==> src/rtl/core/gbi_pkg.sv <==
// Shared types and constants for the grid bilinear interpolator.
// No dependencies; imported by the controller, datapath and top level.
`default_nettype none
package gbi_pkg;

    localparam int KIND_W   = 2;
    localparam int ROW_W    = 6;
    localparam int COL_W    = 5;
    localparam int VAL_W    = 32;
    localparam int QLAT_W   = 24;
    localparam int QMLT_W   = 21;
    localparam int LATCNT_W = 7;
    localparam int MLTCNT_W = 6;
    localparam int CFG_W    = 7;
    localparam int CFGIDX_W = 1;

    localparam logic [KIND_W-1:0] KIND_LAT_WR  = 2'd0;
    localparam logic [KIND_W-1:0] KIND_MLT_WR  = 2'd1;
    localparam logic [KIND_W-1:0] KIND_GRID_WR = 2'd2;
    localparam logic [KIND_W-1:0] KIND_QUERY   = 2'd3;

    localparam logic [CFGIDX_W-1:0] REG_LAT_COUNT = 1'd0;
    localparam logic [CFGIDX_W-1:0] REG_MLT_COUNT = 1'd1;

    localparam logic AX_LAT = 1'b0;
    localparam logic AX_MLT = 1'b1;

    localparam int OP_W = 4;
    localparam logic [OP_W-1:0] OP_IDLE    = 4'd0;
    localparam logic [OP_W-1:0] OP_WRITE   = 4'd1;
    localparam logic [OP_W-1:0] OP_LOAD    = 4'd2;
    localparam logic [OP_W-1:0] OP_RD_FIRST = 4'd3;
    localparam logic [OP_W-1:0] OP_RD_LAST = 4'd4;
    localparam logic [OP_W-1:0] OP_CHECK   = 4'd5;
    localparam logic [OP_W-1:0] OP_RD_MID  = 4'd6;
    localparam logic [OP_W-1:0] OP_RD_MID1 = 4'd7;
    localparam logic [OP_W-1:0] OP_EVAL    = 4'd8;
    localparam logic [OP_W-1:0] OP_DIV     = 4'd9;
    localparam logic [OP_W-1:0] OP_DIVEND  = 4'd10;
    localparam logic [OP_W-1:0] OP_GRID    = 4'd11;
    localparam logic [OP_W-1:0] OP_MUL     = 4'd12;
    localparam logic [OP_W-1:0] OP_ADD     = 4'd13;
    localparam logic [OP_W-1:0] OP_OUT     = 4'd14;

    typedef struct packed {
        logic [OP_W-1:0] op;
        logic            axis;
        logic [2:0]      step;
    } t_cmd;

    typedef struct packed {
        logic outside;
        logic stop;
    } t_status;

endpackage
`default_nettype wire

==> src/rtl/core/gbi_ctrl.sv <==
// Sequencer for the interpolator: handshakes, search loop, divide count, blend steps.
// Depends on gbi_pkg; drives gbi_datapath through t_cmd and reads t_status.
`default_nettype none
module gbi_ctrl import gbi_pkg::*; #(
    parameter int FRACTION_BITS = 16
) (
    input  wire logic              i_clk,
    input  wire logic              i_rst_n,
    input  wire logic              i_valid,
    output logic                   o_ready,
    input  wire logic [KIND_W-1:0] i_kind,
    output logic                   o_valid,
    input  wire logic              i_ready,
    input  wire t_status           i_status,
    output t_cmd                   o_cmd
);

    localparam int CW = (FRACTION_BITS > 1) ? $clog2(FRACTION_BITS) : 1;

    localparam logic [3:0] ST_IDLE   = 4'd0;
    localparam logic [3:0] ST_FIRST  = 4'd1;
    localparam logic [3:0] ST_LAST   = 4'd2;
    localparam logic [3:0] ST_CHECK  = 4'd3;
    localparam logic [3:0] ST_MID    = 4'd4;
    localparam logic [3:0] ST_MID1   = 4'd5;
    localparam logic [3:0] ST_EVAL   = 4'd6;
    localparam logic [3:0] ST_DIV    = 4'd7;
    localparam logic [3:0] ST_DIVEND = 4'd8;
    localparam logic [3:0] ST_GRID   = 4'd9;
    localparam logic [3:0] ST_MUL    = 4'd10;
    localparam logic [3:0] ST_ADD    = 4'd11;
    localparam logic [3:0] ST_OUT    = 4'd12;

    logic [3:0]    r_state, n_state;
    logic          r_axis, n_axis;
    logic [2:0]    r_step, n_step;
    logic [CW-1:0] r_cnt, n_cnt;
    logic          r_valid, n_valid;
    logic          accept;
    logic          load_out;

    assign o_ready = (r_state == ST_IDLE);
    assign accept  = i_valid && o_ready;
    assign o_valid = r_valid;

    always_comb begin
        n_state  = r_state;
        n_axis   = r_axis;
        n_step   = r_step;
        n_cnt    = r_cnt;
        load_out = 1'b0;
        o_cmd.op   = OP_IDLE;
        o_cmd.axis = r_axis;
        o_cmd.step = r_step;
        case (r_state)
            ST_IDLE: begin
                if (accept) begin
                    if (i_kind == KIND_QUERY) begin
                        o_cmd.op = OP_LOAD;
                        n_axis   = AX_LAT;
                        n_state  = ST_FIRST;
                    end else begin
                        o_cmd.op = OP_WRITE;
                    end
                end
            end
            ST_FIRST: begin
                o_cmd.op = OP_RD_FIRST;
                n_state  = ST_LAST;
            end
            ST_LAST: begin
                o_cmd.op = OP_RD_LAST;
                n_state  = ST_CHECK;
            end
            ST_CHECK: begin
                o_cmd.op = OP_CHECK;
                if (i_status.outside) begin
                    if (r_axis == AX_LAT) begin
                        n_axis  = AX_MLT;
                        n_state = ST_FIRST;
                    end else begin
                        n_step  = 3'd0;
                        n_state = ST_GRID;
                    end
                end else begin
                    n_state = ST_MID;
                end
            end
            ST_MID: begin
                o_cmd.op = OP_RD_MID;
                n_state  = ST_MID1;
            end
            ST_MID1: begin
                o_cmd.op = OP_RD_MID1;
                n_state  = ST_EVAL;
            end
            ST_EVAL: begin
                o_cmd.op = OP_EVAL;
                if (i_status.stop) begin
                    n_cnt   = '0;
                    n_state = ST_DIV;
                end else begin
                    n_state = ST_MID;
                end
            end
            ST_DIV: begin
                o_cmd.op = OP_DIV;
                n_cnt    = r_cnt + 1'b1;
                if (r_cnt == CW'(FRACTION_BITS - 1)) begin
                    n_state = ST_DIVEND;
                end
            end
            ST_DIVEND: begin
                o_cmd.op = OP_DIVEND;
                if (r_axis == AX_LAT) begin
                    n_axis  = AX_MLT;
                    n_state = ST_FIRST;
                end else begin
                    n_step  = 3'd0;
                    n_state = ST_GRID;
                end
            end
            ST_GRID: begin
                o_cmd.op = OP_GRID;
                n_step   = r_step + 3'd1;
                if (r_step == 3'd4) begin
                    n_step  = 3'd0;
                    n_state = ST_MUL;
                end
            end
            ST_MUL: begin
                o_cmd.op = OP_MUL;
                n_state  = ST_ADD;
            end
            ST_ADD: begin
                o_cmd.op = OP_ADD;
                if (r_step == 3'd2) begin
                    n_state = ST_OUT;
                end else begin
                    n_step  = r_step + 3'd1;
                    n_state = ST_MUL;
                end
            end
            ST_OUT: begin
                if (!r_valid || i_ready) begin
                    o_cmd.op = OP_OUT;
                    load_out = 1'b1;
                    n_state  = ST_IDLE;
                end
            end
            default: begin
                n_state = ST_IDLE;
            end
        endcase
        n_valid = (r_valid && !i_ready) || load_out;
    end

    always_ff @(posedge i_clk) begin
        if (!i_rst_n) begin
            r_state <= ST_IDLE;
            r_axis  <= AX_LAT;
            r_step  <= 3'd0;
            r_cnt   <= '0;
            r_valid <= 1'b0;
        end else begin
            r_state <= n_state;
            r_axis  <= n_axis;
            r_step  <= n_step;
            r_cnt   <= n_cnt;
            r_valid <= n_valid;
        end
    end

endmodule
`default_nettype wire

==> config.mk <==
export PLATFORM = sky130hd
export DESIGN_NAME = gbi_ctrl
export DESIGN_NICKNAME = d
export VERILOG_FILES = /design/src/rtl/core/gbi_pkg.sv /design/src/rtl/core/gbi_ctrl.sv
export SDC_FILE = /design/constraint.sdc
export NUM_CORES = 1
export LEC_CHECK = 0
export ABC_AREA = 0
export ABC_CLOCK_PERIOD_IN_PS = 3900
export BUFFER_PORTS_ARGS = -buffer_cell sky130_fd_sc_hd__buf_2
export CORE_MARGIN = 2
export CORE_UTILIZATION = 59
export DETAILED_ROUTE_END_ITERATION = 10
export GPL_ROUTABILITY_DRIVEN = 0
export GPL_TIMING_DRIVEN = 0
export PLACE_DENSITY_LB_ADDON = 0.08
export SLEW_MARGIN = 20
export SYNTH_ARGS = -nofsm -noshare
export SYNTH_HDL_FRONTEND = slang
export SYNTH_SLANG_ARGS = --single-unit
==> constraint.sdc <==
create_clock -name i_clk -period 3.9 [get_ports i_clk]
set_clock_uncertainty 0.2 [all_clocks]
set_input_delay 0.39 -clock i_clk [delete_from_list [all_inputs] [get_ports i_clk]]
set_output_delay 0.39 -clock i_clk [all_outputs]
set_load 0.1 [all_outputs]
==> After elaboration in Yosys (flattened, before gate mapping) <==
Index checks and enable logic that the tools add are counted.
{ "op_classes": {"n_addsub": 2, "mul": 0, "n_div": 0, "n_lt_le_gt_ge": 0, "n_eq_ne": 24, "n_shift": 0, "muxes": 27, "bitwise": 0, "n_reduce_logical": 14} }
{ "ops": {"columns": ["op", "n"], "rows": [
  ["$pmux 4 s13", 2],
  ["$mux 4", 9],
  ["$eq 4x4->1 const B", 6],
  ["$eq 4x3->1 const B", 4],
  ["$mux 3", 5],
  ["$ne 2x2->1 const B", 6],
  ["$pmux 3 s4", 1],
  ["$eq 4x2->1 const B", 2],
  ["$pmux 4 s2", 1],
  ["$mux 2", 3],
  ["$mux 1", 5],
  ["$reduce_and 5->1", 1],
  ["$add 4x1->4 const B", 1],
  ["$eq 4x1->1 const B", 1],
  ["$logic_not 4->1", 1],
  ["$ne 2x1->1 const B", 2],
  ["$reduce_and 4->1", 1],
  ["$reduce_bool 4->1", 1],
  ["$add 3x1->3 const B", 1],
  ["$eq 3x2->1 const B", 1],
  ["$eq 3x3->1 const B", 1],
  ["$pmux 1 s3", 1],
  ["$reduce_and 3->1", 1],
  ["$reduce_bool 3->1", 1],
  ["6 further kinds", 9]
]} }
{ "totals": {"ff_bits": 13, "latch_bits": 0, "ramBits": 0, "rom_bits": 0, "out_inout_bits": 10, "mem_count": 0} }

==> Depth between registers and ports, before layout <==
Gate-level depths: netlist of run 1.
{ "depth": {"word_depth": 5, "depth_mapped": 6, "ltp_nobuf": 6} }

==> Least setup slack after synthesis of run 1 <==
No wires, ideal clock.
{ "synth_timing": {"kind": "reg2out", "start": "reg r_state[2]", "end": "out o_cmd[6] (netlist name)", "arrival_ns": 2.791, "required_ns": 3.310, "setup_slack_ns": 0.519, "path_stages_with_launch": 4, "n_path_buf": 2, "cell_sequence": "dfxtp_1 buf_6 clkbuf_1 o21ai_0"} }
{ "synth_lines": {"columns": ["item", "line_no", "rtl"], "rows": [
  ["start: declaration", "gbi_ctrl.sv:34", "logic [3:0] r_state, n_state;"],
  ["start signal: assignment", "gbi_ctrl.sv:166", "r_state <= n_state;"],
  ["end: declaration", "gbi_ctrl.sv:15", "output t_cmd o_cmd"]
]} }

==> results.yml, run 1 <==
run_status:
  outcome: "finished, final reports clean"
sta:
  period_minus_slack_ps: 2445
  finalCritPeriodShare: 0.6268
  slew_headroom: 0.6784
  hold_viol: 0
  rsz0062_at_grt: "false"
  setup_violations: 0
  setup_slack_ps: 1455
  tightest_slew_ps: 485.7
  drv_slew: 0
  tns_ps: 0
  fmax_mhz: 409.1
synthesis:
  syn_area_mm2: 0.001030
  yosysTopAreaCellShare: 0.2527
  ys_warn_count: 0
  synth.area.top_cells: "dfxtp_1, buf_6, ha_1"
  yosys-top-cells-count: "dfxtp_1, o21ai_0, a21oi_1, inv_1"
  syn_area_per_cell_um2: 8.727
  synth_edf_count: 0
  synth_most_common_cell: "dfxtp_1"
  seq_area_frac_synth: 0.2527
  synthFlopType: "dfxtp_1"
  ys_types: 46
  syn_inst: 118
  async_flop_share: 0
  synth-seq-cells: 13
  postSynthNetCount: 130
  synth_largest_area_cell: "dfxtp_1"
cts:
  cts-root-buf: "clkbuf_4"
  post_cts_resized: 0
  cts_tree: "done"
  clock_sinks: 13
  cts_htree_levels: 1
  numCtsBuffers: 3
  cts_hold_buffers: 0
  post_cts_buffers: 0
  clk_latency_ps: 280
  cts_buffer_depth: 2
  clkTransAtPathRegs_ps: 80
power:
  power_frac_comb: 0.640
  swShare: 0.5468
  clockPowerShare: 0.130
  cellPowerDensity_mw_per_mm2: 567.2
  p_sw_mw: 0.3605
  p_leak_nw: 0.5182
  seq_power_share: 0.230
  ir_worst_vdd_v: 0.0003581
  p_int_mw: 0.2988
die:
  die_w_um: 45.78
  row_count: 15
  core_area_mm2: 0.001689
  start_util: 0.6096
  boundaryPins: 18
  die_y_um: 45.78
  dieArea_mm2: 0.002095
final_layout:
  regArea_um2: 260.3
  n_fill_cell: 160
  area_growth_pct: 12.88
  final_area_mm2: 0.001162
  drive_above_1_share: 0.2590
  multiInputGateArea_um2: 656.9
  final_nets: 152
  num_antenna_cells: 0
critical_path:
  crit_path_end_kind: "primary output"
  cp_cell_sequence: "buf_6, clkbuf_1, nand3_1, o21ai_0, buf_2"
  cp.arrival_ps: 1850
  cp_slowest_stage_delay_ps: 440
  critical_path_class: "flop to primary output"
  critPathLaunchType: "flop"
  critPathSlowestCell: "buf_2"
  required_ps: 3310
  crit_path_max_fanout: 10
route:
  ant_nets: 0
  drtIter0Drc: 14
  first_pass_iters: 4
  vias_per_cell: 6.186
  drcViolationCount: 0
  vias: 965
  wl_per_cell_um: 14.34
  routed_wl_um: 2237
placed_design:
  port_buffers: 17
  post-place-ws_ps: 1775
  place_area_mm2: 0.001136
  hpwlAfterDp_um: 1705
global_route:
  grt_max_degree: 11
  grt_pass1_wl_um: 3643
  grt_pass1_vias: 834
  antenna_found_initial: 0
  grt_overflow: 0
  grtUsageTotal: 0.2402
hold_path:
  min_path_type: "primary input to flop"
run:
  max-cap-violations: 0
power by group through the flow:
| stage | sequential, mW | combinational, mW | clock, mW |
|---|---|---|---|
| 2_1_floorplan | 0.153 | 0.362 | 0 |
| 3_3_place_gp | 0.154 | 0.417 | 0 |
| 3_5_place_dp | 0.154 | 0.421 | 0 |
| 4_1_cts | 0.151 | 0.422 | 0.0864 |
| 5_1_grt | 0.152 | 0.442 | 0.0928 |
| 6_report | 0.152 | 0.422 | 0.0856 |
registers in the layout, summed over array words and instances (netlist names):
signal   count
o_valid      1
r_cnt        4
r_axis       1
r_state      4
r_step       3
stage by stage:
| step | cells | power [mW] | util | hold slack [ps] |
|---|---|---|---|---|
| after global placement | 152 | 0.5715 | 0.6726 | 238.9 |
| after detailed placement | 152 | 0.5753 | 0.6726 | 256.1 |
| final | 156 | 0.6593 | 0.6881 | 209.6 |
| after CTS | 156 | 0.6599 | 0.6881 | 210.1 |
| after floorplan | 118 | 0.5149 | - | 223.3 |
| after global routing | 156 | 0.6867 | 0.6881 | 209.1 |
worst paths after layout:
| check | start | endpoint | slack (ps) | cells past startpoint |
|---|---|---|---|---|
| max | r_state[2]$_SDFFE_PN0P_ | o_cmd[6] | 1460 | 5 |
| max reg2reg | r_step[0]$_SDFFE_PN0P_ | r_step[1]$_SDFFE_PN0P_ | 2090 | 6 |
| min reg2reg | r_cnt[3]$_SDFFE_PN0P_ | r_cnt[3]$_SDFFE_PN0P_ | 270 | 1 |
| min | i_rst_n | r_cnt[2]$_SDFFE_PN0P_ | 210 | 2 |
routing by layer:
metal / global-route usage / up-vias / wire length (um)
li1: - / 479 / -
met1: 0.3382 / 458 / 1036
met5: 0 / - / 0
met2: 0.3606 / 24 / 1084
met3: 0.04762 / 4 / 82
met4: 0.09143 / 0 / 33
cell type report:
| class | instances | share of cell area |
|---|---|---|
| buffer | 10 | 0.07427 |
| clock buffer | 4 | 0.02261 |
| inverter | 7 | 0.02261 |
| multi-input combinational | 88 | 0.5651 |
| sequential | 13 | 0.2239 |
| tap | 17 | 0.01830 |
| timing repair buffer | 17 | 0.07320 |
cells in the final DEF, fill, tap and decap left out, types with 3 or more instances in the layout:
cell type	netlist	routed
a21boi_1	3	3
a21oi_1	7	7
buf_2	0	17
buf_4	3	3
buf_6	5	5
clkbuf_1	2	3
clkbuf_4	0	3
dfxtp_1	13	13
ha_1	4	4
inv_1	7	7
nand2_1	6	6
nand3_1	4	4
nor2_1	5	5
nor2b_1	6	6
o21ai_0	8	8
cells by family (layout without fill, tap and decap cells):
family	after synthesis	after routing	share of synthesized area
compound gates	42	42	0.2940
fa+ha+maj	4	4	0.04860
flops	13	13	0.2527
mux	1	1	0.01093
buf+inv	17	38	0.1094
simple gates	41	41	0.2843
critical path: cells and delay by family (launching register included):
family                 cells  cell delay, ps
buffers and inverters      3             960
and+or+nand+nor            1             110
DFF                        1             410
AOI/OAI and AO/OA          1              90
(Power assumes the default switching activity.)
==> inputs of run 2 (changes only) <==
- ABC_CLOCK_PERIOD_IN_PS: 3900 -> 2550
- CORE_ASPECT_RATIO: unset -> 0.7
- CORE_UTILIZATION: 59 -> 54
- clock period: 3.9 -> 2.55 ns (I/O delays scaled with it)
==> run 2 against run 1 <==
  * Sequential share of layout area fell by 0.29 points
  * Global-route usage decreased by 1.5 points
  * Clock-buffer cell count unchanged
  * Critical path depth unchanged
  * Core utilization down 4.2 points
  * Total power up 55%
  * Final cell count up 3.2%
  * Die area grew 8.7%
  * Critical endpoint unchanged
  * Largest cell class unchanged
  * Largest power group unchanged
==> results.yml, run 2 (synthesized netlist as in run 1, its figures left out) <==
final_layout:
  area_growth_pct: 14.34
  reg.largest.list: "r_cnt (4), r_state (4), r_step (3)"
  drive_above_1_share: 0.2734
  final_common_cell: "buf_2"
  num_antenna_cells: 0
  final_cell_mix: "buf_2, dfxtp_1, inv_1, o21ai_0, a21oi_1"
  final_nets: 152
cts:
  cts_tree: "done"
  clkTransAtPathRegs_ps: 80
  post_cts_buffers: 0
  numCtsBuffers: 3
  cts-root-buf: "clkbuf_4"
  cts_htree_levels: 1
  post_cts_resized: 0
  cts_hold_buffers: 0
  clock_sinks: 13
  clk_latency_ps: 280
  cts_buffer_depth: 2
critical_path:
  critPathLaunchType: "flop"
  crit_path_start: "r_state[2]$_SDFFE_PN0P_"
  endpoint: "o_cmd[6]"
  critical_path_class: "flop to primary output"
  critPathSlowestCell: "buf_2"
  worst-path-buf-inv: 3
  crit_path_end_kind: "primary output"
  required_ps: 2100
  crit_family: "buffers and inverters"
  crit_path_max_fanout: 10
  crit_cells: 5
  cp_cell_sequence: "buf_6, clkbuf_1, nand3_1, o21ai_1, buf_2"
  rr_worst_depth: 6
  cp.arrival_ps: 1850
  r2r_slack_ps: 690
  reg2reg_to: "r_step[0]$_SDFFE_PN0P_"
  cp_slowest_stage_delay_ps: 430
  r2r-start: "r_step[0]$_SDFFE_PN0P_"
sta:
  tightest_slew_ps: 487.9
  rsz0062_at_grt: "false"
  period_minus_slack_ps: 2305
  finalCritPeriodShare: 0.9040
  slew_headroom: 0.6770
  setup_slack_ps: 244.8
  drv_slew: 0
  setup_violations: 0
  hold_viol: 0
  fmax_mhz: 433.8
run:
  max-cap-violations: 0
power:
  p_int_mw: 0.4623
  swShare: 0.5487
  p_sw_mw: 0.5620
  p_total_mw: 1.024
  ir_worst_vdd_v: 0.0005398
  cellPowerDensity_mw_per_mm2: 869.9
  power_frac_comb: 0.647
  p_leak_nw: 0.5224
  seq_power_share: 0.226
  clockPowerShare: 0.126
die:
  boundaryPins: 18
  dieArea_mm2: 0.002278
  die_y_um: 40.54
  row_count: 13
  start_util: 0.5652
  die_w_um: 56.20
  core_area_mm2: 0.001822
global_route:
  grt_pass1_vias: 794
  antenna_found_initial: 0
  grt_max_degree: 11
  grt_pass1_wl_um: 3801
  grtUsageTotal: 0.2252
  grt_overflow: 0
run_status:
  outcome: "finished, final reports clean"
placed_design:
  post-place-ws_ps: 549.6
  hpwlAfterDp_um: 1844
  port_buffers: 17
route:
  first_pass_iters: 4
  vias_per_cell: 6.155
  ant_nets: 0
  drcViolationCount: 0
  drtIter0Drc: 39
  vias: 991
  wl_per_cell_um: 15.14
  routed_wl_um: 2438
hold_path:
  min_path_type: "primary input to flop"
run 2: worst min-delay path by stage:
stage	start	endpoint	slack, ps	depth (start not counted)
after floorplan	i_rst_n	r_cnt[2]$_SDFFE_PN0P_	210	1
after global placement	r_cnt[3]$_SDFFE_PN0P_	r_cnt[3]$_SDFFE_PN0P_	250	1
after detailed placement	r_cnt[3]$_SDFFE_PN0P_	r_cnt[3]$_SDFFE_PN0P_	270	1
after CTS	i_rst_n	r_cnt[2]$_SDFFE_PN0P_	70	2
after global routing	i_rst_n	r_cnt[2]$_SDFFE_PN0P_	70	2
final	i_rst_n	r_cnt[2]$_SDFFE_PN0P_	70	2
run 2: routing by layer:
layer	GRT usage	part of all wire	up-vias
li1	-	-	485
met1	0.3189	0.47	457
met2	0.3382	0.44	47
met3	0.06129	0.082	2
met4	0.05952	0.0053	0
met5	0	0	-
run 2: final cells by class:
cell class                      instances  area (um2)
Buffer                                 10       86.33
Clock buffer                            4       26.28
Fill cell                             181       644.4
Inverter                                7       26.28
Multi-Input combinational cell         88       665.6
Sequential cell                        13       260.3
Tap cell                               22       27.53
Timing Repair Buffer                   17       85.08
run 2: through the flow:
step	cell area, um2	std cells	TNS [ps]	util	hold slack (ps)
6_report	1177	161	0	0.6463	66.64
5_1_grt	1177	161	0	0.6463	72.99
4_1_cts	1177	161	0	0.6463	65.64
3_5_place_dp	1151	157	0	0.6319	265.1
3_3_place_gp	1151	157	0	0.6319	246.0
2_1_floorplan	1039	118	-103.8	-	208.8
run 2: power groups by stage:
stage | sequential, mW | clock [mW] | combinational [mW]
3_3_place_gp | 0.236 | 0 | 0.654
2_1_floorplan | 0.234 | 0 | 0.564
3_5_place_dp | 0.236 | 0 | 0.658
4_1_cts | 0.232 | 0.131 | 0.659
5_1_grt | 0.234 | 0.138 | 0.702
6_report | 0.232 | 0.130 | 0.663
==> inputs of run 3 (changes only) <==
- CAP_MARGIN: unset -> 20
- CELL_PAD_IN_SITES_DETAIL_PLACEMENT: unset -> 0
- CELL_PAD_IN_SITES_GLOBAL_PLACEMENT: unset -> 1
- CORE_UTILIZATION: 54 -> 41
==> run 3 against run 2 <==
  * Via count fell by 2.9%
  * Design area rose by 1.3%
  * Flip-flop and latch count did not move
  * Clock-buffer cell count did not move
  * Sequential power barely moved
  * Largest cell class unchanged
  * Highest routed layer unchanged
  * Worst setup slack got worse by 1.2 ps
  * Critical endpoint unchanged
  * Fmax barely moved
  * Clock power barely moved
==> results.yml, run 3 (synthesized netlist as in run 1, its figures left out) <==
run_status:
  outcome: "finished, final reports clean"
power:
  clockPowerShare: 0.124
  ir_worst_vdd_v: 0.0005097
  p_total_mw: 1.020
  cellPowerDensity_mw_per_mm2: 855.8
  p_int_mw: 0.4621
  p_leak_nw: 0.5224
  swShare: 0.5472
  power_frac_comb: 0.650
  seq_power_share: 0.226
  p_sw_mw: 0.5583
route:
  vias_per_cell: 5.561
  ant_nets: 0
  routed_wl_um: 2470
  drtIter0Drc: 35
  first_pass_iters: 4
  drcViolationCount: 0
  wl_per_cell_um: 14.28
  vias: 962
die:
  row_count: 15
  die_w_um: 63.90
  dieArea_mm2: 0.002935
  core_area_mm2: 0.002421
  start_util: 0.4253
  die_y_um: 45.93
  boundaryPins: 18
cts:
  clk_latency_ps: 270
  cts_hold_buffers: 0
  post_cts_resized: 0
  post_cts_buffers: 0
  clkTransAtPathRegs_ps: 80
  cts-root-buf: "clkbuf_4"
  cts_buffer_depth: 2
  clock_sinks: 13
  cts_tree: "done"
  cts_htree_levels: 1
  numCtsBuffers: 3
critical_path:
  crit_path_max_fanout: 10
  critPathLaunchType: "flop"
  rr_worst_depth: 6
  r2r-start: "r_step[0]$_SDFFE_PN0P_"
  required_ps: 2100
  crit_path_end_kind: "primary output"
  cp.arrival_ps: 1850
  worst-path-buf-inv: 3
  crit_family: "buffers and inverters"
  reg2reg_to: "r_step[1]$_SDFFE_PN0P_"
  cp_cell_sequence: "buf_6, clkbuf_1, nand3_1, o21ai_1, buf_2"
  cp_slowest_stage_delay_ps: 430
  critPathSlowestCell: "buf_2"
  r2r_slack_ps: 750
  critical_path_class: "flop to primary output"
final_layout:
  final_common_cell: "buf_2"
  multiInputGateArea_um2: 665.6
  num_antenna_cells: 0
  instances_no_fill: 173
  regArea_um2: 260.3
  final_nets: 152
  final_cell_mix: "buf_2, dfxtp_1, inv_1, o21ai_0, a21oi_1"
  reg.largest.list: "r_cnt (4), r_state (4), r_step (3)"
  n_fill_cell: 235
  drive_above_1_share: 0.2734
  area_growth_pct: 15.80
sta:
  finalCritPeriodShare: 0.9045
  tightest_slew_ps: 497.3
  setup_violations: 0
  hold_viol: 0
  slew_headroom: 0.6678
  fmax_mhz: 433.6
  drv_slew: 0
  period_minus_slack_ps: 2306
  rsz0062_at_grt: "false"
global_route:
  grt_pass1_wl_um: 3967
  antenna_found_initial: 0
  grtUsageTotal: 0.1815
  grt_overflow: 0
  grt_pass1_vias: 801
  grt_max_degree: 11
hold_path:
  min_from: "i_rst_n"
  min_path_type: "primary input to flop"
  hold_end: "r_cnt[2]$_SDFFE_PN0P_"
  min_path_cells: 2
run:
  max-cap-violations: 0
placed_design:
  dpl.cell_count: 169
  port_buffers: 17
  hpwlAfterDp_um: 1861
## run 3: cell counts in the layout (fill, tap and decap cells not counted)
No cell type changed its count.
## run 3: power by group through the flow
| stage | combinational [mW] | clock (mW) | sequential (mW) |
|---|---|---|---|
| after floorplan | 0.564 | 0 | 0.234 |
| after global placement | 0.663 | 0 | 0.236 |
| after detailed placement | 0.659 | 0 | 0.236 |
| after CTS | 0.659 | 0.134 | 0.231 |
| after global routing | 0.697 | 0.138 | 0.234 |
| final | 0.663 | 0.127 | 0.231 |
## run 3: worst reg2reg max path: cells and delay by family (launching register included)
kind / cells / cell delay [ps]
buf+inv: 1 / 80
compound gates: 2 / 280
flops: 1 / 380
fa+ha+maj: 1 / 200
simple gates: 2 / 600
## run 3: cell type report
| class | count | area share |
|---|---|---|
| plain buffers | 10 | 0.07240 |
| well taps | 34 | 0.03568 |
| flip-flops and latches | 13 | 0.2183 |
| repair buffers | 17 | 0.07135 |
| multi-input cells | 88 | 0.5582 |
| clock buffers | 4 | 0.02204 |
| inverters | 7 | 0.02204 |
## run 3: layer usage
metal | wire (um) | vias up | track usage | part of all wire
met5 | 0 | - | 0 | 0
met4 | 14 | 0 | 0.02609 | 0.0057
met3 | 113 | 2 | 0.05446 | 0.046
met2 | 1043 | 20 | 0.2771 | 0.42
met1 | 1298 | 457 | 0.2582 | 0.53
li1 | - | 483 | - | -
## run 3: worst max-delay path by stage
stage | startpoint | to | slack, ps | cells past startpoint
floorplan | o_valid$_SDFF_PN0_ | o_cmd[6] | -100 | 4
global placement | r_state[2]$_SDFFE_PN0P_ | o_cmd[6] | 550 | 5
global route | r_state[2]$_SDFFE_PN0P_ | o_cmd[6] | 80 | 5
detailed placement | r_state[2]$_SDFFE_PN0P_ | o_cmd[6] | 540 | 5
CTS | r_state[2]$_SDFFE_PN0P_ | o_cmd[6] | 220 | 5
finish | r_state[2]$_SDFFE_PN0P_ | o_cmd[6] | 240 | 5
## run 3: stage by stage
step	TNS [ps]	hold WS [ps]	setup slack, ps	cell area, um2	utilization
after floorplan	-103.8	208.8	-103.8	1039	-
after global placement	0	249.4	553.2	1166	0.4817
after detailed placement	0	250.7	538.6	1166	0.4817
after CTS	0	66.56	220.9	1192	0.4925
after global routing	0	80.29	78.30	1192	0.4925
final	0	74.49	243.6	1192	0.4925
